## src/hw/rtl/sawa_pkg.sv

```systemverilog
// Shared types and constants for the stop-and-wait ARQ endpoint.
// Item structs, result kinds, input modes and register indexes.
// No dependencies.
`default_nettype none

package sawa_pkg;

  // Default sizing
  localparam int SEQ_WIDTH_DEF   = 32;
  localparam int COUNT_WIDTH_DEF = 10;
  localparam int QUEUE_DEPTH_DEF = 4;

  // Fixed field widths
  localparam int SEQ_OUT_W  = 32;
  localparam int PORT_W     = 16;
  localparam int LEN_W      = 16;
  localparam int MAXS_W     = 10;
  localparam int CFG_IDX_W  = 2;
  localparam int CFG_DATA_W = 16;

  localparam logic [MAXS_W-1:0] MAX_SENDS_RST = MAXS_W'(200);

  // Input modes
  localparam logic [1:0] MODE_SEND    = 2'd0;
  localparam logic [1:0] MODE_PKT     = 2'd1;
  localparam logic [1:0] MODE_TIMEOUT = 2'd2;
  localparam logic [1:0] MODE_PDU     = 2'd3;

  // Result kinds
  localparam logic [2:0] KIND_TX_DATA   = 3'd0;
  localparam logic [2:0] KIND_TX_ACK    = 3'd1;
  localparam logic [2:0] KIND_DELIVER   = 3'd2;
  localparam logic [2:0] KIND_SEND_DONE = 3'd3;
  localparam logic [2:0] KIND_SEND_FAIL = 3'd4;

  // Register indexes
  localparam logic [CFG_IDX_W-1:0] REG_CONN_OPEN   = 2'd0;
  localparam logic [CFG_IDX_W-1:0] REG_LOCAL_PORT  = 2'd1;
  localparam logic [CFG_IDX_W-1:0] REG_REMOTE_PORT = 2'd2;
  localparam logic [CFG_IDX_W-1:0] REG_MAX_SENDS   = 2'd3;

  typedef struct packed {
    logic [1:0]           mode;
    logic [SEQ_OUT_W-1:0] pkt_seq;
    logic [SEQ_OUT_W-1:0] pkt_ack_num;
    logic                 pkt_ack_flag;
    logic [PORT_W-1:0]    peer_port;
    logic [LEN_W-1:0]     payload_ref;
    logic [LEN_W-1:0]     payload_len;
  } sawa_cmd_t;

  typedef struct packed {
    logic [2:0]           kind;
    logic [SEQ_OUT_W-1:0] seq_out;
    logic [SEQ_OUT_W-1:0] ack_num_out;
    logic                 ack_flag_out;
    logic [PORT_W-1:0]    src_port_out;
    logic [PORT_W-1:0]    dst_port_out;
    logic [LEN_W-1:0]     buffer_ref_out;
    logic [LEN_W-1:0]     length_out;
    logic                 last;
  } sawa_rsp_t;

  // Work descriptor passed from front to back: first result, plus an
  // optional delivery result that follows it.
  typedef struct packed {
    sawa_rsp_t         first;
    logic              second;
    logic [LEN_W-1:0]  dref;
    logic [LEN_W-1:0]  dlen;
  } sawa_desc_t;

endpackage

`default_nettype wire

```

## src/hw/rtl/sawa_fifo.sv

```systemverilog
// Short descriptor queue between the front and back parts.
// Depends on sawa_pkg for the descriptor type.
`default_nettype none

module sawa_fifo #(
  parameter int DEPTH = sawa_pkg::QUEUE_DEPTH_DEF
) (
  input  wire                  clk,
  input  wire                  rst,
  input  wire                  wr_en,
  input  sawa_pkg::sawa_desc_t wr_data,
  output logic                 full,
  input  wire                  rd_en,
  output sawa_pkg::sawa_desc_t rd_data,
  output logic                 empty
);
  import sawa_pkg::*;

  localparam int AW = (DEPTH > 1) ? $clog2(DEPTH) : 1;
  localparam int CW = $clog2(DEPTH + 1);
  localparam logic [AW-1:0] LAST_IDX = AW'(DEPTH - 1);

  sawa_desc_t     slots [DEPTH];
  logic [AW-1:0]  wr_ptr;
  logic [AW-1:0]  rd_ptr;
  logic [CW-1:0]  count;
  logic           do_wr;
  logic           do_rd;

  assign full    = (count == CW'(DEPTH));
  assign empty   = (count == '0);
  assign do_wr   = wr_en && !full;
  assign do_rd   = rd_en && !empty;
  assign rd_data = slots[rd_ptr];

  // Storage
  always_ff @(posedge clk) begin
    if (do_wr) begin
      slots[wr_ptr] <= wr_data;
    end
  end

  // Pointers and fill level
  always_ff @(posedge clk) begin
    if (rst) begin
      wr_ptr <= '0;
      rd_ptr <= '0;
      count  <= '0;
    end else begin
      if (do_wr) begin
        wr_ptr <= (wr_ptr == LAST_IDX) ? '0 : wr_ptr + AW'(1);
      end
      if (do_rd) begin
        rd_ptr <= (rd_ptr == LAST_IDX) ? '0 : rd_ptr + AW'(1);
      end
      if (do_wr && !do_rd) begin
        count <= count + CW'(1);
      end else if (do_rd && !do_wr) begin
        count <= count - CW'(1);
      end
    end
  end

`ifndef SYNTHESIS
  // Fill level never passes the depth
  a_count_bound: assert property (@(posedge clk) disable iff (rst)
    count <= CW'(DEPTH))
    else $error("queue fill level beyond depth");
`endif

endmodule

`default_nettype wire

```

## src/hw/rtl/sawa_front.sv

```systemverilog
// Front part: configuration registers, ARQ protocol state and result
// formatting; pushes at most one descriptor per item. Depends on sawa_pkg.
`default_nettype none

module sawa_front #(
  parameter int SEQ_WIDTH   = sawa_pkg::SEQ_WIDTH_DEF,
  parameter int COUNT_WIDTH = sawa_pkg::COUNT_WIDTH_DEF
) (
  input  wire                                    clk,
  input  wire                                    rst,
  input  wire                                    cfg_we,
  input  wire  [sawa_pkg::CFG_IDX_W-1:0]         cfg_index,
  input  wire  [sawa_pkg::CFG_DATA_W-1:0]        cfg_data,
  input  wire                                    accept,
  input  sawa_pkg::sawa_cmd_t                    cmd,
  output logic                                   q_push,
  output sawa_pkg::sawa_desc_t                   q_desc
);
  import sawa_pkg::*;

  localparam int CMP_W = ((COUNT_WIDTH > MAXS_W) ? COUNT_WIDTH : MAXS_W) + 1;

  // Configuration
  logic               connection_open;
  logic [PORT_W-1:0]  local_port;
  logic [PORT_W-1:0]  remote_port;
  logic [MAXS_W-1:0]  max_sends;

  // Protocol state
  logic [SEQ_WIDTH-1:0]   send_seq;
  logic [SEQ_WIDTH-1:0]   recv_expected;
  logic                   awaiting_ack;
  logic [COUNT_WIDTH-1:0] copies_sent;
  logic [LEN_W-1:0]       held_ref;
  logic [LEN_W-1:0]       held_len;

  logic [SEQ_WIDTH-1:0]   send_seq_next;
  logic [SEQ_WIDTH-1:0]   recv_expected_next;
  logic                   awaiting_ack_next;
  logic [COUNT_WIDTH-1:0] copies_sent_next;
  logic                   hold_load;

  logic [SEQ_OUT_W-1:0]   seq_view;
  logic [SEQ_WIDTH-1:0]   pseq_view;
  logic                   in_order;
  logic                   ack_match;
  logic                   may_resend;
  sawa_desc_t             desc;
  logic                   emit;

  // Sequence number views across the fixed 32-bit fields
  if (SEQ_WIDTH >= SEQ_OUT_W) begin : g_wide
    assign seq_view = send_seq[SEQ_OUT_W-1:0];
  end else begin : g_narrow
    assign seq_view = {{(SEQ_OUT_W-SEQ_WIDTH){1'b0}}, send_seq};
  end
  if (SEQ_WIDTH > SEQ_OUT_W) begin : g_pwide
    assign pseq_view = {{(SEQ_WIDTH-SEQ_OUT_W){1'b0}}, cmd.pkt_seq};
  end else begin : g_pnarrow
    assign pseq_view = cmd.pkt_seq[SEQ_WIDTH-1:0];
  end

  assign in_order   = (pseq_view == recv_expected);
  assign ack_match  = (cmd.mode == MODE_PKT) && cmd.pkt_ack_flag &&
                      (cmd.pkt_ack_num == seq_view);
  // copies + 1 < max_sends, i.e. copies below max_sends - 1
  assign may_resend = (CMP_W'(copies_sent) + CMP_W'(1)) < CMP_W'(max_sends);

  // Classify the item, compute state updates and the descriptor
  always_comb begin
    send_seq_next      = send_seq;
    recv_expected_next = recv_expected;
    awaiting_ack_next  = awaiting_ack;
    copies_sent_next   = copies_sent;
    hold_load          = 1'b0;
    emit               = 1'b1;
    desc               = '0;
    desc.first.last    = 1'b1;
    case (cmd.mode)
      MODE_SEND: begin
        if (!connection_open || awaiting_ack) begin
          desc.first.kind = KIND_SEND_FAIL;
        end else begin
          hold_load                  = 1'b1;
          awaiting_ack_next          = 1'b1;
          copies_sent_next           = COUNT_WIDTH'(1);
          desc.first.kind            = KIND_TX_DATA;
          desc.first.seq_out         = seq_view;
          desc.first.src_port_out    = local_port;
          desc.first.dst_port_out    = remote_port;
          desc.first.buffer_ref_out  = cmd.payload_ref;
          desc.first.length_out      = cmd.payload_len;
        end
      end
      MODE_PDU: begin
        desc.first.kind         = KIND_TX_ACK;
        desc.first.ack_num_out  = cmd.pkt_seq;
        desc.first.ack_flag_out = 1'b1;
        desc.first.src_port_out = local_port;
        desc.first.dst_port_out = cmd.peer_port;
        desc.first.last         = !in_order;
        desc.second             = in_order;
        desc.dref               = cmd.payload_ref;
        desc.dlen               = cmd.payload_len;
        if (in_order) begin
          recv_expected_next = recv_expected + SEQ_WIDTH'(1);
        end
      end
      default: begin
        // packet while waiting, or timeout
        if (!awaiting_ack) begin
          emit = 1'b0;
        end else if (ack_match) begin
          awaiting_ack_next     = 1'b0;
          send_seq_next         = send_seq + SEQ_WIDTH'(1);
          desc.first.kind       = KIND_SEND_DONE;
          desc.first.length_out = held_len;
        end else if (may_resend) begin
          copies_sent_next           = copies_sent + COUNT_WIDTH'(1);
          desc.first.kind            = KIND_TX_DATA;
          desc.first.seq_out         = seq_view;
          desc.first.src_port_out    = local_port;
          desc.first.dst_port_out    = remote_port;
          desc.first.buffer_ref_out  = held_ref;
          desc.first.length_out      = held_len;
        end else begin
          awaiting_ack_next = 1'b0;
          desc.first.kind   = KIND_SEND_FAIL;
        end
      end
    endcase
  end

  assign q_push = accept && emit;
  assign q_desc = desc;

  // Configuration writes
  always_ff @(posedge clk) begin
    if (rst) begin
      connection_open <= 1'b0;
      local_port      <= '0;
      remote_port     <= '0;
      max_sends       <= MAX_SENDS_RST;
    end else if (cfg_we) begin
      case (cfg_index)
        REG_CONN_OPEN:   connection_open <= cfg_data[0];
        REG_LOCAL_PORT:  local_port      <= cfg_data[PORT_W-1:0];
        REG_REMOTE_PORT: remote_port     <= cfg_data[PORT_W-1:0];
        REG_MAX_SENDS:   max_sends       <= cfg_data[MAXS_W-1:0];
        default: ;
      endcase
    end
  end

  // Protocol state
  always_ff @(posedge clk) begin
    if (rst) begin
      send_seq      <= '0;
      recv_expected <= '0;
      awaiting_ack  <= 1'b0;
      copies_sent   <= '0;
    end else if (accept) begin
      send_seq      <= send_seq_next;
      recv_expected <= recv_expected_next;
      awaiting_ack  <= awaiting_ack_next;
      copies_sent   <= copies_sent_next;
    end
  end

  // Held send payload, no reset
  always_ff @(posedge clk) begin
    if (accept && hold_load) begin
      held_ref <= cmd.payload_ref;
      held_len <= cmd.payload_len;
    end
  end

`ifndef SYNTHESIS
  // A pending send ends only on a packet or timeout item
  a_send_end: assert property (@(posedge clk) disable iff (rst)
    $fell(awaiting_ack) |->
      $past(accept && (cmd.mode == MODE_PKT || cmd.mode == MODE_TIMEOUT)))
    else $error("send ended without packet or timeout");

  // The send sequence advances only out of a pending send
  a_seq_adv: assert property (@(posedge clk) disable iff (rst)
    !$stable(send_seq) |-> ($past(awaiting_ack) && !awaiting_ack))
    else $error("send sequence moved outside a completed send");

  // A new send only starts from idle and connected
  a_send_start: assert property (@(posedge clk) disable iff (rst)
    $rose(awaiting_ack) |-> ($past(connection_open) && copies_sent == COUNT_WIDTH'(1)))
    else $error("send started while closed or with bad copy count");
`endif

endmodule

`default_nettype wire

```

## src/hw/rtl/sawa_back.sv

```systemverilog
// Back part: takes descriptors from the queue and presents one or two
// results each on the output queue interface. Depends on sawa_pkg.
`default_nettype none

module sawa_back (
  input  wire                  clk,
  input  wire                  rst,
  input  sawa_pkg::sawa_desc_t q_desc,
  input  wire                  q_empty,
  output logic                 q_pop,
  output logic                 empty,
  input  wire                  pop,
  output sawa_pkg::sawa_rsp_t  rsp
);
  import sawa_pkg::*;

  sawa_desc_t cur;
  logic       cur_valid;
  logic       phase;
  logic       taken;
  logic       finishing;
  sawa_rsp_t  deliver;

  assign taken     = pop && cur_valid;
  assign finishing = phase || !cur.second;
  assign q_pop     = !q_empty && (!cur_valid || (taken && finishing));
  assign empty     = !cur_valid;

  // Delivery result built from the held descriptor
  always_comb begin
    deliver                = '0;
    deliver.kind           = KIND_DELIVER;
    deliver.buffer_ref_out = cur.dref;
    deliver.length_out     = cur.dlen;
    deliver.last           = 1'b1;
  end

  assign rsp = phase ? deliver : cur.first;

  // Current descriptor and result phase
  always_ff @(posedge clk) begin
    if (rst) begin
      cur_valid <= 1'b0;
      phase     <= 1'b0;
    end else if (taken && !finishing) begin
      phase <= 1'b1;
    end else if (q_pop) begin
      cur_valid <= 1'b1;
      phase     <= 1'b0;
    end else if (taken) begin
      cur_valid <= 1'b0;
      phase     <= 1'b0;
    end
  end

  always_ff @(posedge clk) begin
    if (q_pop) begin
      cur <= q_desc;
    end
  end

`ifndef SYNTHESIS
  // Second phase only follows an in-order ack
  a_phase: assert property (@(posedge clk) disable iff (rst)
    phase |-> (cur_valid && cur.second && cur.first.kind == KIND_TX_ACK))
    else $error("delivery phase without an in-order ack");

  // An unfinished two-result descriptor is not replaced
  a_hold: assert property (@(posedge clk) disable iff (rst)
    (cur_valid && !phase && cur.second && !pop) |=> (cur_valid && !phase && $stable(cur)))
    else $error("descriptor lost before both results went out");
`endif

endmodule

`default_nettype wire

```

## src/hw/rtl/stop_and_wait_arq_endpoint_unit.sv

```systemverilog
// Stop-and-wait ARQ endpoint, top level.
// Depends on sawa_pkg, sawa_front, sawa_fifo and sawa_back.
//
// Use: input items (send request, packet while waiting, timeout, data PDU)
// go in on cmd with push/full; an item is taken when push is high and full
// is low. Results come out on rsp with empty/pop, oldest first; one is taken
// when pop is high and empty is low. rsp.last marks the final result of an
// item. Registers are written through cfg_we/cfg_index/cfg_data while idle.
// An accepted item's descriptor is written into the queue at the accepting
// edge and then loaded into the back register, where its first result shows.
// Items are taken at one per cycle while full is low; an in-order data PDU
// makes two results and holds the back register for two pops, so a stream
// of those is limited by the single result port.
// A packet or timeout while no send is pending gives no result.
// Reset clears all control state and the queues; registers take their reset
// values (max_sends 200). No clearing pass is needed. When the receiver
// stalls, the back register holds its result, the descriptor queue fills,
// and full rises; items already accepted are never lost.
`default_nettype none

module stop_and_wait_arq_endpoint_unit #(
  parameter int SEQ_WIDTH   = sawa_pkg::SEQ_WIDTH_DEF,
  parameter int COUNT_WIDTH = sawa_pkg::COUNT_WIDTH_DEF,
  parameter int QUEUE_DEPTH = sawa_pkg::QUEUE_DEPTH_DEF
) (
  input  wire                              clk,
  input  wire                              rst,
  input  wire                              cfg_we,
  input  wire  [sawa_pkg::CFG_IDX_W-1:0]   cfg_index,
  input  wire  [sawa_pkg::CFG_DATA_W-1:0]  cfg_data,
  input  wire                              push,
  output logic                             full,
  input  sawa_pkg::sawa_cmd_t              cmd,
  output logic                             empty,
  input  wire                              pop,
  output sawa_pkg::sawa_rsp_t              rsp
);
  import sawa_pkg::*;

  logic       accept;
  logic       q_push;
  sawa_desc_t q_wdata;
  sawa_desc_t q_rdata;
  logic       q_pop;
  logic       q_empty;

  assign accept = push && !full;

  // Protocol front
  sawa_front #(
    .SEQ_WIDTH   (SEQ_WIDTH),
    .COUNT_WIDTH (COUNT_WIDTH)
  ) u_front (
    .clk       (clk),
    .rst       (rst),
    .cfg_we    (cfg_we),
    .cfg_index (cfg_index),
    .cfg_data  (cfg_data),
    .accept    (accept),
    .cmd       (cmd),
    .q_push    (q_push),
    .q_desc    (q_wdata)
  );

  // Descriptor queue
  sawa_fifo #(
    .DEPTH (QUEUE_DEPTH)
  ) u_fifo (
    .clk     (clk),
    .rst     (rst),
    .wr_en   (q_push),
    .wr_data (q_wdata),
    .full    (full),
    .rd_en   (q_pop),
    .rd_data (q_rdata),
    .empty   (q_empty)
  );

  // Result back end
  sawa_back u_back (
    .clk     (clk),
    .rst     (rst),
    .q_desc  (q_rdata),
    .q_empty (q_empty),
    .q_pop   (q_pop),
    .empty   (empty),
    .pop     (pop),
    .rsp     (rsp)
  );

`ifndef SYNTHESIS
  // Every result is announced as the last one or followed by a delivery
  a_last_or_ack: assert property (@(posedge clk) disable iff (rst)
    (!empty && !rsp.last) |-> (rsp.kind == KIND_TX_ACK))
    else $error("non-final result that is not an ack");

  // A taken non-final ack is followed by its delivery result
  a_deliver_next: assert property (@(posedge clk) disable iff (rst)
    (pop && !empty && !rsp.last) |=> (!empty && rsp.kind == KIND_DELIVER && rsp.last))
    else $error("delivery did not follow an in-order ack");
`endif

endmodule

`default_nettype wire

```

## config.mk

```make
export PLATFORM = sky130hd
export DESIGN_NAME = stop_and_wait_arq_endpoint_unit
export DESIGN_NICKNAME = d
export VERILOG_FILES = /design/src/hw/rtl/sawa_pkg.sv /design/src/hw/rtl/sawa_fifo.sv /design/src/hw/rtl/sawa_front.sv /design/src/hw/rtl/sawa_back.sv /design/src/hw/rtl/stop_and_wait_arq_endpoint_unit.sv
export SDC_FILE = /design/constraint.sdc
export NUM_CORES = 1
export LEC_CHECK = 0
export ABC_CLOCK_PERIOD_IN_PS = 14850
export BUFFER_PORTS_ARGS = -buffer_cell sky130_fd_sc_hd__clkbuf_2
export CAP_MARGIN = 40
export CORE_UTILIZATION = 40
export DETAILED_ROUTE_END_ITERATION = 7
export PLACE_DENSITY = 0.66
export SETUP_SLACK_MARGIN = 0.02
export SLEW_MARGIN = 20
export SYNTH_ARGS = -nofsm -noshare
export SYNTH_HDL_FRONTEND = slang
export SYNTH_SLANG_ARGS = --single-unit
```

## constraint.sdc

```tcl
create_clock -name clk -period 14.85 [get_ports clk]
set_clock_uncertainty 0.1 [all_clocks]
set_input_delay 1.485 -clock clk [delete_from_list [all_inputs] [get_ports clk]]
set_output_delay 1.485 -clock clk [all_outputs]
set_load 0.02 [all_outputs]
```

# ---- After elaboration in Yosys (flattened, before gate mapping)
# Memories as Yosys holds them, arrays and structs flattened. A register that Yosys moved wholly into a read port is not among the register bits.
# Cells that the tools add are included.
dict set report op_classes {
  add_sub_neg 8
  n_lt_le_gt_ge 1
  eq_ne 12
  mux 43
  n_bitwise 3
  reduce_logical 43
}
# cell n
set ops {}
lappend ops {{64-bit two-way mux} 3}
lappend ops {{32-bit one-hot mux with 2 select lines} 3}
lappend ops {{133-bit two-way mux} 1}
lappend ops {{32-bit two-way mux} 3}
lappend ops {{32-bit by 1-bit adder with 32-bit output (second input constant)} 2}
lappend ops {{32-bit equality test} 2}
lappend ops {{48-bit two-way mux} 1}
lappend ops {{10-bit two-way mux} 4}
lappend ops {{35-bit two-way mux} 1}
lappend ops {{34-bit two-way mux} 1}
lappend ops {{33-bit two-way mux} 1}
lappend ops {{10-bit one-hot mux with 2 select lines} 1}
lappend ops {{16-bit two-way mux} 1}
lappend ops {{3-bit two-way mux} 5}
lappend ops {{1-bit two-way mux} 14}
lappend ops {{1-bit logical AND} 13}
lappend ops {{10-bit by 1-bit adder with 11-bit output (second input constant)} 1}
lappend ops {{11-bit by 10-bit < comparator with 1-bit output} 1}
lappend ops {{10-bit by 1-bit adder with 10-bit output (second input constant)} 1}
lappend ops {{2-bit equality test (second input constant)} 5}
lappend ops {{2-bit AND reduction} 5}
lappend ops {{1-bit logical NOT} 9}
lappend ops {{2-bit nonzero test} 4}
lappend ops {{3-bit one-hot mux with 2 select lines} 1}
lappend ops {{17 further kinds} 27}
dict set report word_totals {
  regBits 159
  ram_bits 664
  input_bits 138
  output_inout_bits 135
  n_memories 1
}
# name words word_bits rd rd_clocked_by_memory_dff wr line
set mem_list {}
lappend mem_list {u_fifo.slots 4 166 1 1 1 sawa_fifo.sv:23} ;# sawa_desc_t slots [DEPTH];

# ---- Longest topological paths before layout
# Gate-level depths: netlist of run 1.
dict set report logic_depth {
  depth_word 9
  depth_mapped 14
  mapped_depth_nobuf 12
}

# ---- Modules after synthesis
# From an unflattened synthesis of run 1, not the netlist that was laid out.
dict set report hier_totals {
  hier_cells 2232
  hier_area_um2 39192.6
}
# module instances cells_per_inst area_per_inst_um2 seq_area_each_um2
set modules_own_cells {}
lappend modules_own_cells {sawa_fifo 1 917 24444.7 20119.3}
lappend modules_own_cells {sawa_front 1 988 8433.1 3323.2}
lappend modules_own_cells {sawa_back 1 326 6301.0 5024.8}
lappend modules_own_cells {stop_and_wait_arq_endpoint_unit 1 1 13.8 0.0}

# ---- Worst setup path before layout of run 1
# No wires, ideal clock.
dict set report synth_path {
  path_type {input-to-reg}
  start {in pop}
  end {reg u_fifo.count[2]}
  setup_time_ps 70
  arrival_time_ps 11544
  path_slack_ps 3136
  stages 9
  path_buffers 0
  cell_sequence {o21ai_0 -> a21oi_1 -> inv_1 -> ha_1 -> inv_1 -> fa_1 -> xor2_1 -> or3_1 -> a21oi_1}
}
dict set report synth_between {
  elab_chain_cells 8
  word_cells_on_any_way 10
  classes_between {mux (1); reduce/logical (9)}
}
# item line
set synth_lines {}
lappend synth_lines {{start: declaration} stop_and_wait_arq_endpoint_unit.sv:35} ;# input wire pop,
lappend synth_lines {{1-bit logical AND *} sawa_back.sv:24} ;# assign taken = pop && cur_valid;
lappend synth_lines {{1-bit logical AND *} sawa_back.sv:26} ;# assign q_pop = !q_empty && (!cur_valid || (taken && finishing));
lappend synth_lines {{1-bit logical OR *} sawa_back.sv:26}
lappend synth_lines {{1-bit logical AND *} sawa_back.sv:26}
lappend synth_lines {{net q_pop} stop_and_wait_arq_endpoint_unit.sv:44} ;# logic q_pop;
lappend synth_lines {{1-bit logical AND *} sawa_fifo.sv:33} ;# assign do_rd = rd_en && !empty;
lappend synth_lines {{1-bit logical NOT} sawa_fifo.sv:56} ;# if (do_wr && !do_rd) begin
lappend synth_lines {{1-bit logical AND} sawa_fifo.sv:56}
lappend synth_lines {{3-bit two-way mux or 2-bit nonzero test (tied branches)} n/a}
lappend synth_lines {{end signal: assignment} sawa_fifo.sv:57} ;# count <= count + CW'(1);
lappend synth_lines {{end signal: assignment} sawa_fifo.sv:59} ;# count <= count - CW'(1);
lappend synth_lines {{end: declaration} sawa_fifo.sv:26} ;# logic [CW-1:0] count;
# Mark *: on every way through the listed nets, which the timed path passes. The rest lies on a longest branch.
# A chain may end at the register's enable or synchronous reset.

# ---- Worst setup path in the final report of run 1
dict set report layout_path {
  start {in cmd[113] in the netlist's numbering}
  end {mem u_fifo.slots[2][47] in the netlist's numbering, enable pin}
}
dict set report layout_between {
  elab_chain_cells 7
  word_cells_on_any_way 8
  classes_between {eq/ne (1); mux (3); reduce/logical (4)}
}
# item line
set layout_lines {}
lappend layout_lines {{start: declaration} stop_and_wait_arq_endpoint_unit.sv:33} ;# input sawa_pkg::sawa_cmd_t cmd,
lappend layout_lines {{2-bit equality test or 2-bit logical NOT (tied branches)} sawa_front.sv:79} ;# case (cmd.mode)
lappend layout_lines {{2-bit OR reduction (no line) *} n/a}
lappend layout_lines {{1-bit two-way mux *} sawa_front.sv:79}
lappend layout_lines {{1-bit logical AND *} sawa_front.sv:134} ;# assign q_push = accept && emit;
lappend layout_lines {{1-bit logical AND *} sawa_fifo.sv:32} ;# assign do_wr = wr_en && !full;
lappend layout_lines {{net u_fifo.do_wr} sawa_fifo.sv:27} ;# logic do_wr;
lappend layout_lines {{1-bit two-way mux *} sawa_fifo.sv:38} ;# if (do_wr) begin
lappend layout_lines {{1-bit two-way mux (implied by the code) *} sawa_fifo.sv:39} ;# slots[wr_ptr] <= wr_data;
lappend layout_lines {{end: declaration} sawa_fifo.sv:23}
# Marks and branches as above.

==> impl_metrics.json, run 1 <==
{
  "outcome": "complete, no violations",
  "cap_violations": 0,
  "finalInstanceArea_sq_um": 45500,
  "end_kind": "register",
  "fin_setup_tns_ps": 0,
  "synth.distinct_cells": 46,
  "cts.sinks": 989,
  "cts_setup_buffers": 0,
  "initial_core_util": 0.404,
  "crit_top_cell": "buf_4",
  "io_pins": 273,
  "grt_overflow": 0,
  "ys_async_sr_fraction": 0,
  "rrSetupSlack_ps": 10430,
  "path_clk_slew_ps": 60,
  "yosys-top-cells-area": "edfxtp_1 (66%), mux4_2 (9.6%), dfxtp_1 (6.5%), nor2b_1 (2.0%), and2_1 (1.9%)",
  "synth.cell_area_sq_um": 39100,
  "finalNonFillerCells": 3950,
  "grt_pass1_vias": 21500,
  "fmax_ghz": 0.213,
  "dieArea_sq_um": 98900,
  "finalCritPeriodShare": 0.317,
  "yosys-top-cells-count": "edfxtp_1 (862), mux4_2 (166), nor2b_1 (128)",
  "syn_avg_cell_area_sq_um": 17.0,
  "rr_endpoint": "u_fifo.slots[2][47]$_DFFE_PP_",
  "cts_resized": 0,
  "post-route-util": 0.470,
  "crit_family": "buffers and inverters",
  "max_stage_delay_ps": 690,
  "hold_slack_ps": 350,
  "core_sq_um": 96700,
  "hold_depth": 2,
  "r2r_cells": 7,
  "dieWidth_um": 315,
  "r2r_start": "u_fifo.count[0]$_SDFFE_PP0P_",
  "drt-total-wl_mm": 88.5,
  "ant_nets": 0,
  "post_drt_wl_per_cell_um": 22.4,
  "vias_per_cell": 5.30,
  "yosys.area.top_type": "edfxtp_1",
  "start_kind": "input pin",
  "grt_pass1_wl_mm": 133,
  "finalHoldViolCount": 0,
  "cts_root_buf": "clkbuf_16",
  "hold_end": "u_front.local_port[2]$_SDFFE_PP0P_",
  "cp.required_ps": 15040,
  "min_period_ps": 4710,
  "dp.final_hpwl_mm": 55.9,
  "leakagePower_nw": 15.4,
  "cp_cell_sequence": "clkbuf_2 -> inv_1 -> ha_1 -> a21oi_1 -> and2_4 -> buf_4 -> buf_4",
  "critPathKind": "in2reg",
  "setup_viol": 0,
  "ys_seq_area_frac": 0.728,
  "arrival_ps": 4900,
  "synth-main-ff-cell": "edfxtp_1",
  "antenna_found_initial": 10,
  "grt_usage": 0.178,
  "dp.cells": 3763,
  "ctsHoldBuffers": 0,
  "layout-drive-gt1-share": 0.265,
  "min_path_type": "reg2reg",
  "firstDrtPassIters": 5,
  "relSlewSlack": 0.304,
  "cts_tree": "yes",
  "yosys_register_bits": 989,
  "synthToLayoutAreaGrowth_pct": 16.5,
  "placed_area_sq_um": 42100,
  "drt_iter0_markers": 1607,
  "rsz0062_at_grt": "false",
  "cp_slowest_cell": "buf_4",
  "drcViolationCount": 0,
  "clock_path_buffers": 3,
  "nFillCells": 8159,
  "grt_max_degree": 169,
  "gp_congestion": 0.791,
  "nets": 2750,
  "hp-start": "u_front.local_port[2]$_SDFFE_PP0P_",
  "crit_buf_inv": 4,
  "synth_edf_count": 862,
  "row_count": 114,
  "ir_drop_v": 0.000161,
  "yosysWarningCount": 0,
  "slew_viol_final": 0,
  "cts_buffers": 98,
  "htree_levels": 3,
  "io_buffers": 272,
  "yosys.cell_count.top_type": "edfxtp_1",
  "syn_inst": 2294,
  "worst_pin_slew_ps": 1040,
  "syn_nets": 2454,
  "synth_top_area_share": 0.663,
  "cellPowerDensity_nw_per_um2": 174,
  "worstPathMaxFanout": 47,
  "num_vias": 21000,
  "clk_latency_ps": 690,
  "die_h_um": 315
}
-- tightest hold or removal path, stage by stage, from the launching register on --
cell and delay [ps]:
dfxtp_1 300, nand2_1 50, a21oi_1 50
-- worst max path at each step --
| stage | startpoint | to | cells after the start |
|---|---|---|---|
| after floorplan | pop | u_fifo.count[2]$_SDFFE_PP0P_ | 9 |
| after global placement | cmd[113] | u_fifo.slots[2][40]$_DFFE_PP_ | 7 |
| after detailed placement | cmd[113] | u_fifo.slots[1][146]$_DFFE_PP_ | 7 |
| after CTS | cmd[113] | u_fifo.slots[1][146]$_DFFE_PP_ | 7 |
| after global routing | cmd[113] | u_fifo.slots[2][53]$_DFFE_PP_ | 7 |
| final | cmd[113] | u_fifo.slots[2][47]$_DFFE_PP_ | 7 |
-- cells in the final DEF (no fill, tap or decap), types with 10 or more instances in the layout --
cell / n
mux2_2: 54
nor3_1: 21
mux4_2: 166
and2_1: 114
or4_1: 13
nand2_1: 119
inv_1: 33
a22o_1: 48
xnor2_1: 52
o31ai_1: 10
xor2_1: 23
ha_1: 20
clkinv_2: 17
and3_1: 13
dfxtp_1: 124
bufinv_16: 11
clkbuf_2: 271
nor2b_1: 127
buf_4: 27
nor2_1: 53
edfxtp_1: 862
or3_1: 32
nor4_1: 22
a21oi_1: 94
clkinv_1: 15
o21ai_0: 44
clkbuf_1: 18
clkbuf_16: 98
nand4_1: 31
nand3_1: 38
-- power by group --
group          total [mW]  leakage [nW]  switching [mW]  internal [mW]
Sequential           3.62          9.25           0.116           3.51
Combinational        1.78          4.52            1.07          0.707
Clock                2.51          1.60            1.05           1.46
-- sequential cells by signal, indices dropped and copies added, names as in the netlist --
signal	count
u_front.connection_open	1
u_front.send_seq	32
u_front.copies_sent	10
u_fifo.rd_ptr	2
u_front.local_port	16
u_front.awaiting_ack	1
u_front.held_ref	16
u_front.max_sends	10
u_front.remote_port	16
u_fifo.slots	664
u_back.cur	166
u_front.recv_expected	32
u_back.cur_valid	1
u_front.held_len	16
u_fifo.wr_ptr	2
u_fifo.count	3
u_back.phase	1
-- per-stage QoR --
step	setup WS [ps]	power, mW
4_1_cts	10120	8.02
3_3_place_gp	9510	5.46
2_1_floorplan	3140	4.91
6_report	10140	7.91
3_5_place_dp	9420	5.51
5_1_grt	9950	8.24
-- cell type report --
| class | count | area (sq um) | share of cell area |
|---|---|---|---|
| repair buffers | 317 | 1930 | 0.0423 |
| clock buffers | 124 | 2630 | 0.0578 |
| multi-input cells | 1151 | 10100 | 0.222 |
| well taps | 1276 | 1600 | 0.0351 |
| diodes | 2 | 5.00 | 0.000110 |
| clock inverters | 58 | 654 | 0.0144 |
| flip-flops and latches | 989 | 28400 | 0.625 |
| inverters | 33 | 124 | 0.00272 |
-- per-layer routing --
layer / vias to the layer above / share of wire / global-route usage
li1: 9494 / - / -
met2: 568 / 0.50 / 0.295
met3: 142 / 0.057 / 0.0327
met1: 10700 / 0.42 / 0.236
met4: 14 / 0.024 / 0.0589
met5: - / 0.0010 / 0
-- cell families after synthesis --
logic type	share of synthesized area
buffers and inverters	0.0151
adders and majority gates	0.00724
DFF	0.728
muxes	0.113
xor gates and xnor gates	0.0168
AOI/OAI and AO/OA	0.0349
and+or+nand+nor	0.0856
Note: power is estimated with default switching activity, not from simulation.
==> run 2: changes to the inputs <==
ABC_AREA = 1   (was default)
ABC_CLOCK_PERIOD_IN_PS = 4600   (was 14850)
clock period = 4.6 ns   (was 14.85 ns; I/O delays follow)
==> run 2 against run 1 <==
  * Global-route usage increased by 2.9 points
  * Synthesized area increased by 6.7%
  * Via count increased by 40%
  * Power increased to 3.5 times the previous value
  * Clock power increased to 3.4 times the previous value
  * Combinational power increased to 4.0 times the previous value
  * Final cell count increased by 42%
  * Sequential power increased to 3.3 times the previous value
  * Non-clock buffer count increased by 59
  * First-iteration DRC count increased by 57%
  * Critical path depth increased by 6
  * Sequential cell count unchanged
  * Critical endpoint is now u_fifo.slots[2][156]$_DFFE_PP_
==> impl_metrics.json, run 2 <==
{
  "arrival_ps": 3620,
  "crit_family": "simple AND/OR/NAND/NOR gates",
  "end_kind": "register",
  "final_common_cell": "edfxtp_1",
  "row_count": 118,
  "cts_resized": 0,
  "cts_buffers": 102,
  "yosys-top-cells-area": "edfxtp_1 (62%), dfxtp_1 (6.1%), nor2_1 (5.7%), nand2_1 (5.1%), o21ai_0 (4.8%)",
  "synth_edf_count": 862,
  "synth.distinct_cells": 42,
  "antenna_found_initial": 0,
  "cap_violations": 0,
  "r2r_start": "u_front.copies_sent[0]$_SDFFE_PP0P_",
  "hold_depth": 3,
  "synth-main-ff-cell": "edfxtp_1",
  "rr_endpoint": "u_fifo.slots[2][156]$_DFFE_PP_",
  "syn_nets": 4038,
  "dp.cells": 5365,
  "synthToLayoutAreaGrowth_pct": 16.6,
  "worst_slack_ps": 1310,
  "leakagePower_nw": 18.4,
  "rrSetupSlack_ps": 1310,
  "drt-total-wl_mm": 111,
  "synth_top_area_share": 0.621,
  "max_stage_delay_ps": 430,
  "vias_per_cell": 5.23,
  "worst_pin_slew_ps": 1070,
  "grt_overflow": 0,
  "cts_setup_buffers": 0,
  "nets": 4298,
  "clk_latency_ps": 690,
  "yosysWarningCount": 0,
  "cp.required_ps": 4930,
  "grt_pass1_wl_mm": 168,
  "nFillCells": 9422,
  "initial_core_util": 0.403,
  "htree_levels": 3,
  "gp_congestion": 0.922,
  "placed_area_sq_um": 44600,
  "post_drt_wl_per_cell_um": 19.8,
  "ant_nets": 0,
  "seqCellArea_sq_um": 28400,
  "largest_register_ffs": 664,
  "ys_seq_area_frac": 0.682,
  "synth.cell_area_sq_um": 41700,
  "core_sq_um": 103000,
  "busiest_layer": "met2",
  "reg_top3": "u_fifo.slots (664), u_back.cur (166)",
  "dieWidth_um": 325,
  "grtUsageMet3": 0.0291,
  "hp-start": "cfg_data[0]",
  "layout-drive-gt1-share": 0.129,
  "critPathKind": "reg2reg",
  "start_kind": "register",
  "place_ws_ps": 1340,
  "worstPathMaxFanout": 32,
  "dieArea_sq_um": 105000,
  "gr-usage-met1": 0.282,
  "io_buffers": 272,
  "grt_max_degree": 168,
  "ctsHoldBuffers": 49,
  "syn_avg_cell_area_sq_um": 10.7,
  "post-route-util": 0.470,
  "hold_end": "u_front.local_port[0]$_SDFFE_PP0P_",
  "relSlewSlack": 0.284,
  "grt_pass1_vias": 28300,
  "finalHoldViolCount": 0,
  "yosys_register_bits": 989,
  "slew_viol_final": 0,
  "die_h_um": 325,
  "cts.sinks": 989,
  "grt_usage": 0.207,
  "num_antenna_cells": 0,
  "cp_cell_sequence": "ha_1 -> nand3_1 -> nor2_1 -> xor2_1 -> ha_1 -> a21oi_1 -> o21a_1 -> nand2_1 -> a21oi_1 -> nand3_2 -> nand2_2 -> inv_2 -> nor3_1",
  "multi_input_area_sq_um": 11200,
  "outcome": "complete, no violations",
  "finalCritPeriodShare": 0.716,
  "path_clk_slew_ps": 60,
  "yosys-top-cells-count": "edfxtp_1 (862), nor2_1 (636), nand2_1 (561)",
  "cts_tree": "yes",
  "setup_viol": 0,
  "syn_inst": 3878,
  "rsz0062_at_grt": "false",
  "grt_use_met2": 0.338,
  "ir_drop_v": 0.000569,
  "drcViolationCount": 0,
  "cp-startpoint": "u_front.copies_sent[0]$_SDFFE_PP0P_",
  "finalInstanceArea_sq_um": 48600,
  "cts_root_buf": "clkbuf_16",
  "finalNonFillerCells": 5606,
  "regMostFlops": "u_fifo.slots",
  "cp_slowest_cell": "nor3_1",
  "crit_buf_inv": 1,
  "final_cell_mix": "edfxtp_1 (862), nor2_1 (627), nand2_1 (561)",
  "fmax_ghz": 0.304,
  "ys_async_sr_fraction": 0,
  "r2r_cells": 13,
  "cellPowerDensity_nw_per_um2": 570,
  "firstDrtPassIters": 6,
  "yosys.area.top_type": "edfxtp_1",
  "min_path_type": "in2reg",
  "drt_iter0_markers": 2525,
  "num_vias": 29300,
  "dp.final_hpwl_mm": 66.3,
  "clock_path_buffers": 3,
  "io_pins": 273,
  "yosys.cell_count.top_type": "edfxtp_1",
  "min_period_ps": 3290,
  "finalPower_mw": 27.7
}
[run 2: changes by cell type after synthesis, moves of 117 or more]
| cell | change |
|---|---|
| o21ai_0 | +357 |
| nand3_1 | +125 |
| o22ai_1 | +168 |
| nand2_1 | +442 |
| nor2b_1 | -128 |
| nor2_1 | +582 |
| inv_1 | +273 |
| mux4_2 | -166 |
| and2_1 | -117 |
[run 2: cell families (layout without fill, tap and decap cells)]
group	Yosys count	after routing	share of synthesized area
xor gates and xnor gates	83	83	0.0176
adders and majority gates	22	22	0.00679
buffers and inverters	553	901	0.0517
AOI/OAI and AO/OA	686	686	0.0883
DFF	989	989	0.682
and+or+nand+nor	1545	1545	0.153
[run 2: how the worst max path moves through the flow]
stage	cells past startpoint	end
finish	13	u_fifo.slots[2][156]$_DFFE_PP_
global route	13	u_fifo.slots[2][162]$_DFFE_PP_
CTS	13	u_fifo.slots[0][146]$_DFFE_PP_
detailed placement	13	u_fifo.slots[0][146]$_DFFE_PP_
global placement	8	u_fifo.slots[1][88]$_DFFE_PP_
floorplan	6	u_fifo.slots[0][0]$_DFFE_PP_
[run 2: layer usage]
metal | vias to the layer above | share of wire
met4 | 0 | 0.029
met1 | 14200 | 0.44
met3 | 188 | 0.059
met2 | 972 | 0.47
met5 | - | 0
li1 | 14000 | -
[run 2: through the flow]
step | hold WS (ps) | setup TNS [ps]
global route | 51.5 | 0
detailed placement | 360 | 0
global placement | 350 | 0
finish | 50.2 | 0
floorplan | 335 | -1099030
CTS | 0.538 | 0
[run 2: area by class of cell]
class                      instances  share of cell area
clock buffer                     123              0.0548
clock inverter                    69              0.0164
inverter                         333              0.0260
multi-input combinational       2336               0.230
sequential                       989               0.586
tap                             1380              0.0356
timing repair buffer             376              0.0520
[run 2: where the power goes]
group,total (mW),switching (mW),internal (mW),leakage (nW)
clock network,8.50,3.50,5.00,1.69
registers,12.0,0.461,11.5,9.10
logic,7.17,5.25,1.92,7.57
[run 2: worst reg2reg max path, delay by kind of cell, from the launching register on]
family / cells / cell delay (ps)
AO/OA/AOI/OAI: 3 / 490
XOR/XNOR: 1 / 230
adder cells (fa/ha/maj): 2 / 490
buffers and inverters: 1 / 270
flip-flops: 1 / 380
AND/OR/NAND/NOR: 6 / 1090
==> run 3: changes to the inputs <==
ABC_CLOCK_PERIOD_IN_PS = 3400   (was 4600)
clock period = 3.4 ns   (was 4.6 ns; I/O delays follow)
==> run 3 against run 2 <==
  * Combinational power is 39% higher
  * Via count up 1.0%
  * Critical path depth is 1 higher
  * Die area stayed put
  * Worst hold slack better by 4.1 ps
  * Routed wire length is 1.1% higher
  * Non-clock buffer count grew 58
  * Sequential power grew 34%
  * Sequential cell count unchanged
  * Register-to-register slack worse by 980 ps
==> impl_metrics.json, run 3 (synthesized netlist as in run 2, its figures left out) <==
{
  "drcViolationCount": 0,
  "post_drt_wl_per_cell_um": 19.8,
  "worstPathMaxFanout": 32,
  "vias_per_cell": 5.22,
  "htree_levels": 3,
  "min_period_ps": 3070,
  "leakagePower_nw": 18.6,
  "fmax_ghz": 0.326,
  "rsz0062_at_grt": "false",
  "critPathKind": "reg2reg",
  "clk_latency_ps": 680,
  "drt-total-wl_mm": 112,
  "io_pins": 273,
  "cts_buffers": 101,
  "nFillCells": 9364,
  "setup_viol": 0,
  "firstDrtPassIters": 5,
  "drt_iter0_markers": 2798,
  "layout-drive-gt1-share": 0.139,
  "ir_drop_v": 0.000923,
  "synthToLayoutAreaGrowth_pct": 18.3,
  "io_buffers": 272,
  "path_clk_slew_ps": 60,
  "grt_pass1_vias": 28700,
  "cellPowerDensity_nw_per_um2": 758,
  "finalCritPeriodShare": 0.903,
  "dp.final_hpwl_mm": 67.4,
  "start_kind": "register",
  "regMostFlops": "u_fifo.slots",
  "initial_core_util": 0.403,
  "hold_slack_ps": 54.3,
  "slew_viol_final": 0,
  "end_kind": "register",
  "cp.required_ps": 3770,
  "die_h_um": 325,
  "place_ws_ps": 130,
  "antenna_found_initial": 6,
  "reg_top3": "u_fifo.slots (664), u_back.cur (166)",
  "min_path_type": "in2reg",
  "cts_root_buf": "clkbuf_16",
  "worst_pin_slew_ps": 980,
  "grt_max_degree": 173,
  "finalInstanceArea_sq_um": 49300,
  "final_common_cell": "edfxtp_1",
  "row_count": 118,
  "dieWidth_um": 325,
  "grt_overflow": 0,
  "arrival_ps": 3440,
  "grt_usage": 0.210,
  "outcome": "complete, no violations",
  "max_stage_delay_ps": 380,
  "relSlewSlack": 0.346,
  "gp_congestion": 0.933,
  "worst_slack_ps": 329,
  "cp_slowest_cell": "dfxtp_1",
  "cts.sinks": 989,
  "rrSetupSlack_ps": 330,
  "final_cell_mix": "edfxtp_1 (862), nor2_1 (627), nand2_1 (561)",
  "clock_path_buffers": 3,
  "grt_pass1_wl_mm": 171,
  "largest_register_ffs": 664,
  "finalHoldViolCount": 0,
  "cp_cell_sequence": "inv_1 -> nor2_1 -> nand2_1 -> nor2_1 -> nand3_1 -> xor2_1 -> ha_1 -> a21oi_1 -> nand3_1 -> a21oi_1 -> nand3_2 -> nand2_2 -> inv_4 -> nor3_2",
  "cts_tree": "yes",
  "core_sq_um": 103000,
  "ant_nets": 0,
  "dieArea_sq_um": 105000,
  "placed_area_sq_um": 44700,
  "nets": 4355,
  "num_vias": 29600,
  "cap_violations": 0
}
run 3: cell count changes in the layout (fill, tap and decap cells not counted), moves of 4 or more:
cell	before	now
inv_1	303	299
buf_4	36	41
buf_12	16	22
clkinv_2	20	13
nor3_1	83	53
dlygate4sd3_1	49	97
nor3_2	0	30
clkbuf_8	1	16
clkinv_1	20	15
bufinv_16	15	6
inv_4	0	4
run 3: per-layer routing:
metal,vias to the layer above,GRT usage,part of all wire
met4,8,0.0691,0.028
met1,14400,0.284,0.43
met5,-,0,0.00043
met3,190,0.0315,0.063
met2,982,0.346,0.48
li1,14100,-,-
run 3: final cells by class:
type / count / area, sq um / share of cell area
Antenna cell: 1 / 2.50 / 0.0000508
Clock buffer: 142 / 2910 / 0.0590
Clock inverter: 50 / 493 / 0.0100
Inverter: 333 / 1260 / 0.0257
Multi-Input combinational cell: 2336 / 11300 / 0.230
Sequential cell: 989 / 28400 / 0.577
Tap cell: 1380 / 1730 / 0.0350
Timing Repair Buffer: 434 / 3120 / 0.0633
run 3: power breakdown:
part           internal [mW]  switching (mW)  leakage, nW
clock                   6.47            4.74         1.65
combinational           2.76            7.29         7.84
sequential              15.6           0.497         9.10
total                   24.8            12.5         18.6
run 3: worst max-delay path: cells and delay by family, from the launching register on:
| family | cells | cell delay, ps |
|---|---|---|
| AO/OA/AOI/OAI | 2 | 380 |
| XOR/XNOR | 1 | 200 |
| adder cells (fa/ha/maj) | 1 | 290 |
| buffers and inverters | 2 | 280 |
| flip-flops | 1 | 380 |
| AND/OR/NAND/NOR | 8 | 1200 |
run 3: what timing repair did:
action	in CTS	in global routing
endpoints found under the hold margin	463	0
hold buffers	97	0
resized for setup	0	34
setup buffers	0	0
endpoints found under the setup margin	0	131
run 3: final timing paths:
kind                                       startpoint                           endpoint  cells after the start
hold reg to reg     u_front.max_sends[4]$_SDFFE_PP0P_  u_front.max_sends[4]$_SDFFE_PP0P_                      2
setup / recovery  u_front.copies_sent[0]$_SDFFE_PP0P_     u_fifo.slots[2][136]$_DFFE_PP_                     14
setup reg to reg  u_front.copies_sent[0]$_SDFFE_PP0P_     u_fifo.slots[2][136]$_DFFE_PP_                     14
hold / removal                                cmd[81]      u_fifo.slots[1][99]$_DFFE_PP_                      3
run 3: per-stage QoR:
stage | TNS (ps) | std cells | utilization | total power [mW]
final | 0 | 5665 | 0.477 | 37.4
after CTS | 0 | 5662 | 0.475 | 37.6
after global placement | 0 | 5372 | 0.432 | 26.1
after global routing | 0 | 5665 | 0.477 | 39.2
after detailed placement | 0 | 5373 | 0.433 | 26.4
after floorplan | -453180 | 3878 | - | 22.6
